## config.mk

```make
export PLATFORM = sky130hd
export DESIGN_NAME = aesd_ctrl
export DESIGN_NICKNAME = d
export VERILOG_FILES = /design/src/design/aesd_pkg.sv /design/src/design/aesd_ctrl.sv
export SDC_FILE = /design/constraint.sdc
export NUM_CORES = 1
export LEC_CHECK = 0
export BUFFER_PORTS_ARGS = -buffer_cell sky130_fd_sc_hd__buf_2
export CORE_AREA = 4 4 41 43
export DETAILED_ROUTE_END_ITERATION = 6
export DIE_AREA = 0 0 45 47
export SETUP_SLACK_MARGIN = 0.4
export SYNTH_ARGS = -nofsm -noshare
export SYNTH_HDL_FRONTEND = slang
export SYNTH_SLANG_ARGS = --single-unit
```

## constraint.sdc

```tcl
create_clock -name clk_i -period 2.23 [get_ports clk_i]
set_input_delay 0.1115 -clock clk_i [delete_from_list [all_inputs] [get_ports clk_i]]
set_output_delay 0.1115 -clock clk_i [all_outputs]
set_load 0.1 [all_outputs]
```

## src/design/aesd_pkg.sv

```systemverilog
// ----------------------------------------------------------------------------
// aesd_pkg: shared types and tables for the AES block decrypt core
// Holds the S-box tables, register codes, controller states and the
// command and status bundles between controller and datapath.
// ----------------------------------------------------------------------------
package aesd_pkg;

  localparam int MaxWords = 60;
  localparam int NumCols  = 4;
  localparam int KeyRows  = MaxWords / NumCols;
  localparam int RowW     = $clog2(KeyRows);
  localparam int CfgIdxW  = 3;

  typedef enum logic [CfgIdxW-1:0] {
    REG_KEY_BITS_0 = 3'd0,
    REG_KEY_BITS_1 = 3'd1,
    REG_KEY_BITS_2 = 3'd2,
    REG_KEY_BITS_3 = 3'd3,
    REG_KEY_SIZE   = 3'd4
  } cfg_reg_e;

  typedef enum logic [2:0] {
    ST_INIT,
    ST_EXPAND,
    ST_IDLE,
    ST_KEY0,
    ST_ROUND,
    ST_DONE
  } state_e;

  typedef struct packed {
    logic exp_init;
    logic exp_step;
    logic blk_load;
    logic blk_key0;
    logic blk_round;
    logic out_load;
  } cmd_t;

  typedef struct packed {
    logic exp_last;
    logic rnd_last;
    logic out_busy;
  } sts_t;

  // byte x sits at bits {~x, 3'b000} +: 8 (entry 0 in the top byte)
  localparam logic [2047:0] SBOX = {
    128'h637c777bf26b6fc53001672bfed7ab76, 128'hca82c97dfa5947f0add4a2af9ca472c0,
    128'hb7fd9326363ff7cc34a5e5f171d83115, 128'h04c723c31896059a071280e2eb27b275,
    128'h09832c1a1b6e5aa0523bd6b329e32f84, 128'h53d100ed20fcb15b6acbbe394a4c58cf,
    128'hd0efaafb434d338545f9027f503c9fa8, 128'h51a3408f929d38f5bcb6da2110fff3d2,
    128'hcd0c13ec5f974417c4a77e3d645d1973, 128'h60814fdc222a908846eeb814de5e0bdb,
    128'he0323a0a4906245cc2d3ac629195e479, 128'he7c8376d8dd54ea96c56f4ea657aae08,
    128'hba78252e1ca6b4c6e8dd741f4bbd8b8a, 128'h703eb5664803f60e613557b986c11d9e,
    128'he1f8981169d98e949b1e87e9ce5528df, 128'h8ca1890dbfe6426841992d0fb054bb16
  };

  localparam logic [2047:0] INV_SBOX = {
    128'h52096ad53036a538bf40a39e81f3d7fb, 128'h7ce339829b2fff87348e4344c4dee9cb,
    128'h547b9432a6c2233dee4c950b42fac34e, 128'h082ea16628d924b2765ba2496d8bd125,
    128'h72f8f66486689816d4a45ccc5d65b692, 128'h6c704850fdedb9da5e154657a78d9d84,
    128'h90d8ab008cbcd30af7e45805b8b34506, 128'hd02c1e8fca3f0f02c1afbd0301138a6b,
    128'h3a9111414f67dcea97f2cfcef0b4e673, 128'h96ac7422e7ad3585e2f937e81c75df6e,
    128'h47f11a711d29c5896fb7620eaa18be1b, 128'hfc563e4bc6d279209adbc0fe78cd5af4,
    128'h1fdda8338807c731b11210592780ec5f, 128'h60517fa919b54a0d2de57a9f93c99cef,
    128'ha0e03b4dae2af5b0c8ebbb3c83539961, 128'h172b047eba77d626e169146355210c7d
  };

  function automatic logic [7:0] sbox(input logic [7:0] x);
    return SBOX[{~x, 3'b000} +: 8];
  endfunction

  function automatic logic [7:0] inv_sbox(input logic [7:0] x);
    return INV_SBOX[{~x, 3'b000} +: 8];
  endfunction

  function automatic logic [7:0] xt(input logic [7:0] a);
    return {a[6:0], 1'b0} ^ (a[7] ? 8'h1b : 8'h00);
  endfunction

endpackage

```

## src/design/aesd_ctrl.sv

```systemverilog
// ----------------------------------------------------------------------------
// aesd_ctrl: sequencing for key expansion and block decryption
// Steps the datapath through expansion, initial key add, rounds and output.
// ----------------------------------------------------------------------------
module aesd_ctrl import aesd_pkg::*; (
  input  logic clk_i,
  input  logic rst_ni,
  input  logic cfg_we_i,
  input  logic in_valid_i,
  output logic in_ready_o,
  input  sts_t sts_i,
  output cmd_t cmd_o
);

  state_e state_q, state_d;

  always_ff @(posedge clk_i or negedge rst_ni) begin
    if (!rst_ni) begin
      state_q <= ST_INIT;
    end else begin
      state_q <= state_d;
    end
  end

  always_comb begin
    state_d = state_q;
    case (state_q)
      ST_INIT:   state_d = ST_EXPAND;
      ST_EXPAND: if (sts_i.exp_last) state_d = ST_IDLE;
      ST_IDLE:   if (in_valid_i) state_d = ST_KEY0;
      ST_KEY0:   state_d = ST_ROUND;
      ST_ROUND:  if (sts_i.rnd_last) state_d = ST_DONE;
      ST_DONE:   if (!sts_i.out_busy) state_d = ST_IDLE;
      default:   state_d = ST_INIT;
    endcase
    // restart the schedule on any key write
    if (cfg_we_i) state_d = ST_INIT;
  end

  always_comb begin
    cmd_o      = '0;
    in_ready_o = 1'b0;
    case (state_q)
      ST_INIT:   cmd_o.exp_init = 1'b1;
      ST_EXPAND: cmd_o.exp_step = 1'b1;
      ST_IDLE: begin
        // hold off a request that meets a key write
        in_ready_o     = !cfg_we_i;
        cmd_o.blk_load = in_valid_i && !cfg_we_i;
      end
      ST_KEY0:   cmd_o.blk_key0  = 1'b1;
      ST_ROUND:  cmd_o.blk_round = 1'b1;
      ST_DONE:   cmd_o.out_load  = !sts_i.out_busy;
      default:   cmd_o = '0;
    endcase
  end

endmodule

```

Word-level counts from Yosys, hierarchy flattened
Cells that the tools add are included.
{"block": "totals", "regBits": 3, "latchBits": 0, "ram_bits": 0, "mem_bits_ro": 0, "input_bits": 7, "out_inout_bits": 7, "n_memories": 0}
{"block": "op_classes", "add_sub_neg": 0, "mul": 0, "div": 0, "n_lt_le_gt_ge": 0, "eq_ne": 9, "n_shift": 0, "n_mux": 13, "bitwise": 0, "reduce_logical": 5}
{"cell": "$pmux W3 S6", "count": 1}
{"cell": "$mux W3", "count": 5}
{"cell": "$ne A3 B3 Y1 const B", "count": 4}
{"cell": "$mux W1", "count": 7}
{"cell": "$eq A3 B2 Y1 const B", "count": 2}
{"cell": "$eq A3 B3 Y1 const B", "count": 2}
{"cell": "$reduce_and A4 Y1", "count": 1}
{"cell": "$eq A3 B1 Y1 const B", "count": 1}
{"cell": "$logic_not A3 Y1", "count": 1}
{"cell": "$logic_not A1 Y1", "count": 2}
{"cell": "$logic_and A1 B1 Y1", "count": 1}

Longest topological paths before layout
Gate-level depths: netlist (run 1).
{"block": "logic_depth", "depth_word": 3, "depth_mapped": 4}

Worst setup path after synthesis (run 1)
No wires, ideal clock.
{"block": "synth_path", "kind": "reg2out", "start": "register state_q[1]", "end": "output cmd_o[3] in the netlist's numbering", "arrival_ps": 3194, "setup_slack_ps": -1076, "path_stages_with_launch": 4, "path_buffers": 0, "path_cell_list": "dfrtp_1 > inv_2 > nor4_2 > and2_1"}
{"element": "start, declared", "line_no": "aesd_ctrl.sv:15", "text": "state_e state_q, state_d;"}
{"element": "start signal, assigned", "line_no": "aesd_ctrl.sv:21", "text": "state_q <= state_d;"}
{"element": "end, declared", "line_no": "aesd_ctrl.sv:12", "text": "output cmd_t cmd_o"}

==> reports/summary.log, run 1 <==
qor: run_status.outcome finished, final reports clean
qor: logic_synthesis.yosys.cell_types.count 21
qor: hold_path.worstHoldStart cfg_we_i
qor: critical_path.worst_path_dominant_cell_family flip-flops
qor: global_route.grt_remaining_overflow 0
qor: clocking.cts.htree.levels 1
qor: clocking.clk_latency 0.23 ns
qor: hold_path.holdPathStages 2
qor: logic_synthesis.synth_seq_area_share 31.41%
qor: final_layout.layout-drive-gt1-share 47.83%
qor: placement.detailedPlacementHpwl 468.4 um
qor: drt.ant_nets 0
qor: clocking.cts.path.max_buffers 2
qor: floorplanning.die-width 45 um
qor: logic_synthesis.syn_nets 37
qor: clocking.cts_tree done
qor: critical_path.cp_max_fo 10
qor: flow_run.drv.max_cap_violation_count 0
qor: pwr.power.ir.vdd_worst 0.0002358 V
qor: critical_path.setup.reg_to_reg.worst_slack 1.04 ns
qor: final_layout.syn_to_final_growth 51.83%
qor: logic_synthesis.postSynthRegisterBits 3
qor: critical_path.crit-reg2reg-capture state_q[0]
qor: logic_synthesis.avgSynthCellArea 7.966 um^2
qor: drt.detailed_route_vias_per_instance 4.311
qor: logic_synthesis.postSynth.topFlopCell dfrtp_1
qor: critical_path.worstPathArrival 1.57 ns
qor: clocking.cts_num_sinks 3
qor: final_layout.max_ffs_per_register 3
qor: timing.fin_hold_ws 0.1292 ns
qor: logic_synthesis.synthesis.area 239.0 um^2
qor: logic_synthesis.post_synth_inst_count 30
qor: drt.final_routed_drc_violation_total 0
qor: pwr.power 0.3090 mW
qor: global_route.grt_pass1_wl 1090 um
qor: clocking.cts_made_buffers 3
qor: critical_path.startpoint_of_the_lowest_slack_register_to_register_path state_q[2]
qor: critical_path.max_stage_delay 0.55 ns
qor: pwr.leakage 0.1720 nW
qor: timing.max_freq 596.2 MHz
qor: global_route.number_of_antenna_violations_at_the_first_check_in_global_routing 0
qor: clocking.cts-root-buf clkbuf_4
qor: timing.max_slew.worst_pin.slew 0.4858 ns
qor: final_layout.finish.net_count 54
qor: drt.drt_wl_total 607 um
qor: logic_synthesis.most_frequent_cells_after_synthesis dfrtp_1, nand2_1, nor2_1
qor: timing.min_period_over_period 75.21%
qor: critical_path.endpoint_kind output port
qor: drt.detailedRoute.firstIterationViolations 5
qor: critical_path.worstPathRequired 2.12 ns
qor: hold_path.worst_min_delay_path_endpoint state_q[1]
qor: clocking.clkTransAtPathRegs 0.04 ns
qor: floorplanning.placeableCoreArea 1301 um^2
qor: logic_synthesis.async_flop_share 100.0%
qor: pwr.power_density 851.6 nW/um^2
qor: final_layout.largest_register state_q
qor: final_layout.fill_count 148
qor: floorplanning.io-pin-count 14
qor: drt.drtPass1Iterations 2
qor: timing.timing.final.max_slew_violations 0
qor: timing.setup_repair_after_global_routing_missed_its_margin no
qor: placement.port_buffers 13
qor: critical_path.rr_worst_depth 3
qor: final_layout.num_antenna_cells 0
qor: global_route.first_global_vias 274
qor: global_route.grt_start_max_net_pins 13
qor: logic_synthesis.synth_edf_count 0
qor: final_layout.largest_registers state_q (3)
qor: critical_path.path_class reg2out
qor: timing.fin_skew 0.001578 ns
qor: floorplanning.chipHeight 47 um
qor: drt.routedWlPerCell 9.951 um
qor: floorplanning.initial_utilization 18.37%
qor: drt.vias 263
qor: logic_synthesis.synth_top_area_cell dfrtp_1
qor: logic_synthesis.ys_top_cells_by_area dfrtp_1, buf_8, nor3b_1
qor: hold_path.min-delay-path-class in2reg
qor: critical_path.crit_path_cell_trace nand2_1 -> or2_1 -> inv_1 -> buf_2
qor: timing.final-setup-viol-count 0
qor: timing.finalWorstPathRequiredPeriod 1.677 ns
qor: critical_path.critical_path_buf_inv_count 2
qor: global_route.globalRouteTotalUtil 7.668%
qor: placement.place_congestion 0.6804
qor: timing.relSlewSlack 67.83%
qor: clocking.cts_setup_buffers 0
qor: timing.timing_hold_violations_final 0
qor: logic_synthesis.synth_largest_type_area_fraction 31.41%
qor: critical_path.setup.worst_path.start_class flop
qor: critical_path.critPathSlowestCell dfrtp_1
qor: floorplanning.dieArea 2115 um^2
qor: floorplanning.num_rows 13
qor: logic_synthesis.synthesis.yosys.warnings 0
==> repair_timing <==
item / in CTS / in global routing
hold endpoints to repair: 3 / 0
resized for setup: 0 / 1
hold buffers: 1 / 0
endpoints found under the setup margin: 0 / 1
==> per-layer routing <==
layer | vias up | routed length, um | GRT usage (%)
li1 | 133 | - | -
met2 | 10 | 283 | 11.02
met3 | 2 | 58 | 3.831
met5 | - | 0 | 0
met4 | 0 | 11 | 7.018
met1 | 118 | 253 | 8.200
==> metrics by stage <==
stage                     util, %  cells  cell area (um^2)  setup WS [ns]  TNS, ns
after floorplan                 -     30             262.8        -0.4097  -0.4097
after global placement      24.90     56             324.1         0.7328        0
after detailed placement    24.90     56             324.1         0.7087        0
after CTS                   27.69     61             360.3         0.4466        0
after global routing        27.88     61             362.8         0.4253        0
final                       27.88     61             362.8         0.5528        0
==> worst reg2reg max path, stage by stage (launching register included) <==
cell and delay (ns):
dfrtp_1 0.58, nor2b_1 0.20, o22ai_1 0.09, a22o_1 0.21
==> cell usage in the layout, fill, tap and decap left out <==
cell type	instances
nand2_1	3
nor4_4	1
clkbuf_4	4
or2_1	1
o21ai_0	1
nor2_1	1
nor3_2	1
a22o_1	1
nor3b_2	1
clkbuf_1	1
dfrtp_1	3
o2111ai_1	1
a21oi_1	2
nand2b_1	1
buf_2	12
inv_1	2
or3_1	1
inv_2	1
nand3_1	1
nor2b_1	1
dlygate4sd3_1	1
o22ai_1	1
nor2_2	2
nor3b_1	1
and2_1	1
==> where the power goes <==
group	switching [mW]	internal, mW
logic	0.104	0.0306
clock network	0.0299	0.0672
registers	0.0171	0.0604
total	0.151	0.158
==> logic make-up (layout without fill, tap and decap cells) <==
group,count (synthesis),in the layout,share of synthesized area (%)
buffers and inverters,5,21,14.14
AOI/OAI and AO/OA,6,6,16.23
DFF,3,3,31.41
and+or+nand+nor,16,16,38.22
==> worst max-delay path by stage <==
stage	end	slack (ns)	start	depth (start not counted)
2_1_floorplan	cmd_o[3]	-0.41	state_q[1]	3
3_3_place_gp	cmd_o[3]	0.73	state_q[1]	4
3_5_place_dp	cmd_o[3]	0.71	state_q[1]	4
4_1_cts	cmd_o[3]	0.45	state_q[1]	4
5_1_grt	cmd_o[3]	0.43	state_q[1]	4
6_report	cmd_o[2]	0.55	state_q[0]	4
==> area by class of cell <==
cell class	count	area (um^2)	share of cell area [%]
tap	15	18.77	5.172
multi-input combinational	22	153.9	42.41
clock buffer	4	26.28	7.241
timing repair buffer	14	77.57	21.38
sequential	3	75.07	20.69
inverter	3	11.26	3.103
Note: power is estimated with default switching activity, not from simulation.
==> run 2, diff against run 1 <==
==> constraint.sdc (replaced) <==
create_clock -name clk_i -period 1.75 [get_ports clk_i]
set_input_delay 0.0875 -clock clk_i [delete_from_list [all_inputs] [get_ports clk_i]]
set_output_delay 0.0875 -clock clk_i [all_outputs]
set_load 0.1 [all_outputs]
==> reports/summary.log, run 2 (synthesis results as in run 1) <==
qor: final_layout.syn_to_final_growth 101.6%
qor: global_route.grt-busiest-layer met2
qor: global_route.first_global_vias 265 [-3.3%]
qor: flow_run.drv.max_cap_violation_count 0 [unchanged]
qor: critical_path.endpoint_kind output port
qor: critical_path.path_class reg2out
qor: timing.max_slew.worst_pin.slew 0.2785 ns [-0.2074 ns]
qor: drt.vias 298 [+13%]
qor: global_route.grtUsageMet3 0.3831% [-3.4 points]
qor: timing.max_freq 716.1 MHz
qor: global_route.grt_pass1_wl 1083 um [-0.64%]
qor: floorplanning.dieArea 2115 um^2 [unchanged]
qor: timing.finalWorstPathRequiredPeriod 1.397 ns
qor: pwr.leakage 0.2036 nW [+18%]
qor: final_layout.num_antenna_cells 0 [unchanged]
qor: clocking.cts.path.max_buffers 2 [unchanged]
qor: drt.detailedRoute.firstIterationViolations 5 [unchanged]
qor: placement.port_buffers 13 [unchanged]
qor: timing.timing.final.max_slew_violations 0 [unchanged]
qor: pwr.p_sw_share 46.05% [-2.8 points]
qor: timing.timing_hold_violations_final 0 [unchanged]
qor: clocking.cts.htree.levels 1 [unchanged]
qor: global_route.grt_remaining_overflow 0 [unchanged]
qor: drt.final_routed_drc_violation_total 0 [unchanged]
qor: final_layout.layout-drive-gt1-share 67.31% [+19 points]
qor: final_layout.final_core_util 37.02% [+9.1 points]
qor: critical_path.worstPathRequired 1.66 ns [-0.46 ns]
qor: clocking.cts_made_buffers 3 [unchanged]
qor: run_status.outcome finished, final reports clean
qor: critical_path.critPathSlowestCell dfrtp_2
qor: pwr.power_density 918.3 nW/um^2 [+7.8%]
qor: critical_path.crit_path_cell_trace nor4_4 -> and2_4 -> buf_12
qor: critical_path.max_stage_delay 0.44 ns [-0.11 ns]
qor: floorplanning.chipHeight 47 um [unchanged]
qor: placement.place_congestion 0.7320 [+7.6%]
qor: pwr.pwr-share-comb 50.6% [+7.1 points]
qor: final_layout.final_cells 67 [+9.8%]
qor: placement.detailedPlacementHpwl 467.9 um [-0.11%]
qor: global_route.met1_track_usage_gr 8.924% [+0.72 points]
qor: floorplanning.initial_utilization 18.37% [unchanged]
qor: global_route.globalRouteTotalUtil 7.601% [-0.067 points]
qor: final_layout.final_common_cell buf_4
qor: clocking.cts-root-buf clkbuf_4
qor: clocking.clk_latency 0.23 ns [about the same]
qor: floorplanning.num_rows 13 [unchanged]
qor: timing.final-setup-viol-count 0 [unchanged]
qor: final_layout.largest_register state_q
qor: floorplanning.placeableCoreArea 1301 um^2 [unchanged]
qor: floorplanning.die-width 45 um [unchanged]
qor: clocking.clkTransAtPathRegs 0.04 ns [about the same]
qor: final_layout.max_ffs_per_register 3 [unchanged]
qor: final_layout.mostFrequentLayoutCells buf_4, buf_2, clkbuf_4, dfrtp_2
qor: pwr.cellInternalPower 0.2387 mW [+51%]
qor: drt.routedWlPerCell 10.60 um [+6.5%]
qor: final_layout.fill_count 143 [-3.4%]
qor: critical_path.cp_max_fo 5 [-5]
qor: timing.setup_repair_after_global_routing_missed_its_margin yes
qor: critical_path.setup.worst_path.start_class flop
qor: hold_path.min-delay-path-class in2reg
qor: pwr.pwr-share-seq 21.6% [-3.5 points]
qor: critical_path.rr_worst_depth 3 [unchanged]
qor: hold_path.holdPathStages 2 [unchanged]
qor: clocking.cts_num_sinks 3 [unchanged]
qor: drt.drt_wl_total 710 um [+17%]
qor: pwr.power 0.4424 mW [+43%]
qor: clocking.cts_tree done
qor: final_layout.largest_registers state_q (3)
qor: timing.fin_skew 0.001012 ns [-0.0005657 ns]
qor: pwr.power.ir.vdd_worst 0.0002428 V [+3.0%]
qor: critical_path.worstPathArrival 1.31 ns [-0.26 ns]
qor: drt.ant_nets 0 [unchanged]
qor: drt.drtPass1Iterations 4 [+2]
qor: global_route.global_route.usage.met2 10.73% [-0.28 points]
qor: drt.detailed_route_vias_per_instance 4.448 [+3.2%]
qor: timing.min_period_over_period 79.80%
qor: pwr.switching_power 0.2037 mW [+35%]
qor: floorplanning.io-pin-count 14 [unchanged]
qor: timing.relSlewSlack 81.59% [+14 points]
qor: timing.fin_hold_ws 0.09957 ns [-0.02964 ns]
qor: final_layout.finish.net_count 60 [+11%]
qor: pwr.share_clk_of_total_power 27.8% [-3.6 points]
qor: global_route.grt_start_max_net_pins 9 [-4]
qor: placement.place.detailed.instances 56 [unchanged]
qor: global_route.number_of_antenna_violations_at_the_first_check_in_global_routing 0 [unchanged]
[run 2: cell count changes in the layout (fill, tap and decap cells not counted), sizes merged]
| cell | before | now |
|---|---|---|
| buf | 12 | 19 |
| inv | 3 | 2 |
| clkinvlp | 0 | 1 |
| clkbuf | 5 | 4 |
[run 2: worst max-delay path, delay by kind of cell, from the launching register on]
family	cells	cell delay, ns
flip-flops	1	0.44
buffers and inverters	1	0.16
AND/OR/NAND/NOR	2	0.47
[run 2: area by class of cell]
type | count | area [um^2] | area share [%]
timing repair buffer | 20 | 173.9 | 36.10
multi-input combinational | 22 | 166.4 | 34.55
sequential | 3 | 78.83 | 16.36
clock buffer | 4 | 26.28 | 5.455
tap | 15 | 18.77 | 3.896
inverter | 3 | 17.52 | 3.636
[run 2: power by group through the flow]
| stage | Sequential, mW | Clock [mW] | Combinational, mW |
|---|---|---|---|
| after floorplan | 0.0848 | 0 | 0.171 |
| after global placement | 0.0998 | 0 | 0.173 |
| after detailed placement | 0.0998 | 0 | 0.174 |
| after CTS | 0.0965 | 0.126 | 0.208 |
| after global routing | 0.0973 | 0.126 | 0.235 |
| final | 0.0955 | 0.123 | 0.224 |
[run 2: path summary, 6_finish.rpt]
| check | start | to | slack, ns |
|---|---|---|---|
| min | cfg_we_i | state_q[1] | 0.1 |
| max reg2reg | state_q[2] | state_q[1] | 0.59 |
| max | state_q[0] | cmd_o[3] | 0.35 |
| max in group asynchronous | rst_ni | state_q[1] | 1.45 |
| min in group asynchronous | rst_ni | state_q[0] | 0.18 |
| min reg2reg | state_q[1] | state_q[2] | 0.66 |
[run 2: per-stage QoR]
stage	area (um^2)	setup TNS (ns)	setup WS, ns
3_3_place_gp	347.8	0	0.3095
2_1_floorplan	271.5	-0.8154	-0.4465
3_5_place_dp	347.8	0	0.3113
6_report	481.7	0	0.3535
5_1_grt	481.7	0	0.2948
4_1_cts	446.7	0	0.3208
[run 2: repair_timing]
item                       4_1_cts  5_1_grt
setup endpoints to repair        7        5
buffers inserted                 4        2
resized for setup               13        6
hold buffers                     1        0
hold endpoints to repair         3        0
pin swaps                        0        1
[run 2: layer usage]
metal  routed length [um]  vias up
li1                     -      150
met1                  301      128
met2                  317       16
met3                   59        4
met4                   31        0
met5                    0        -
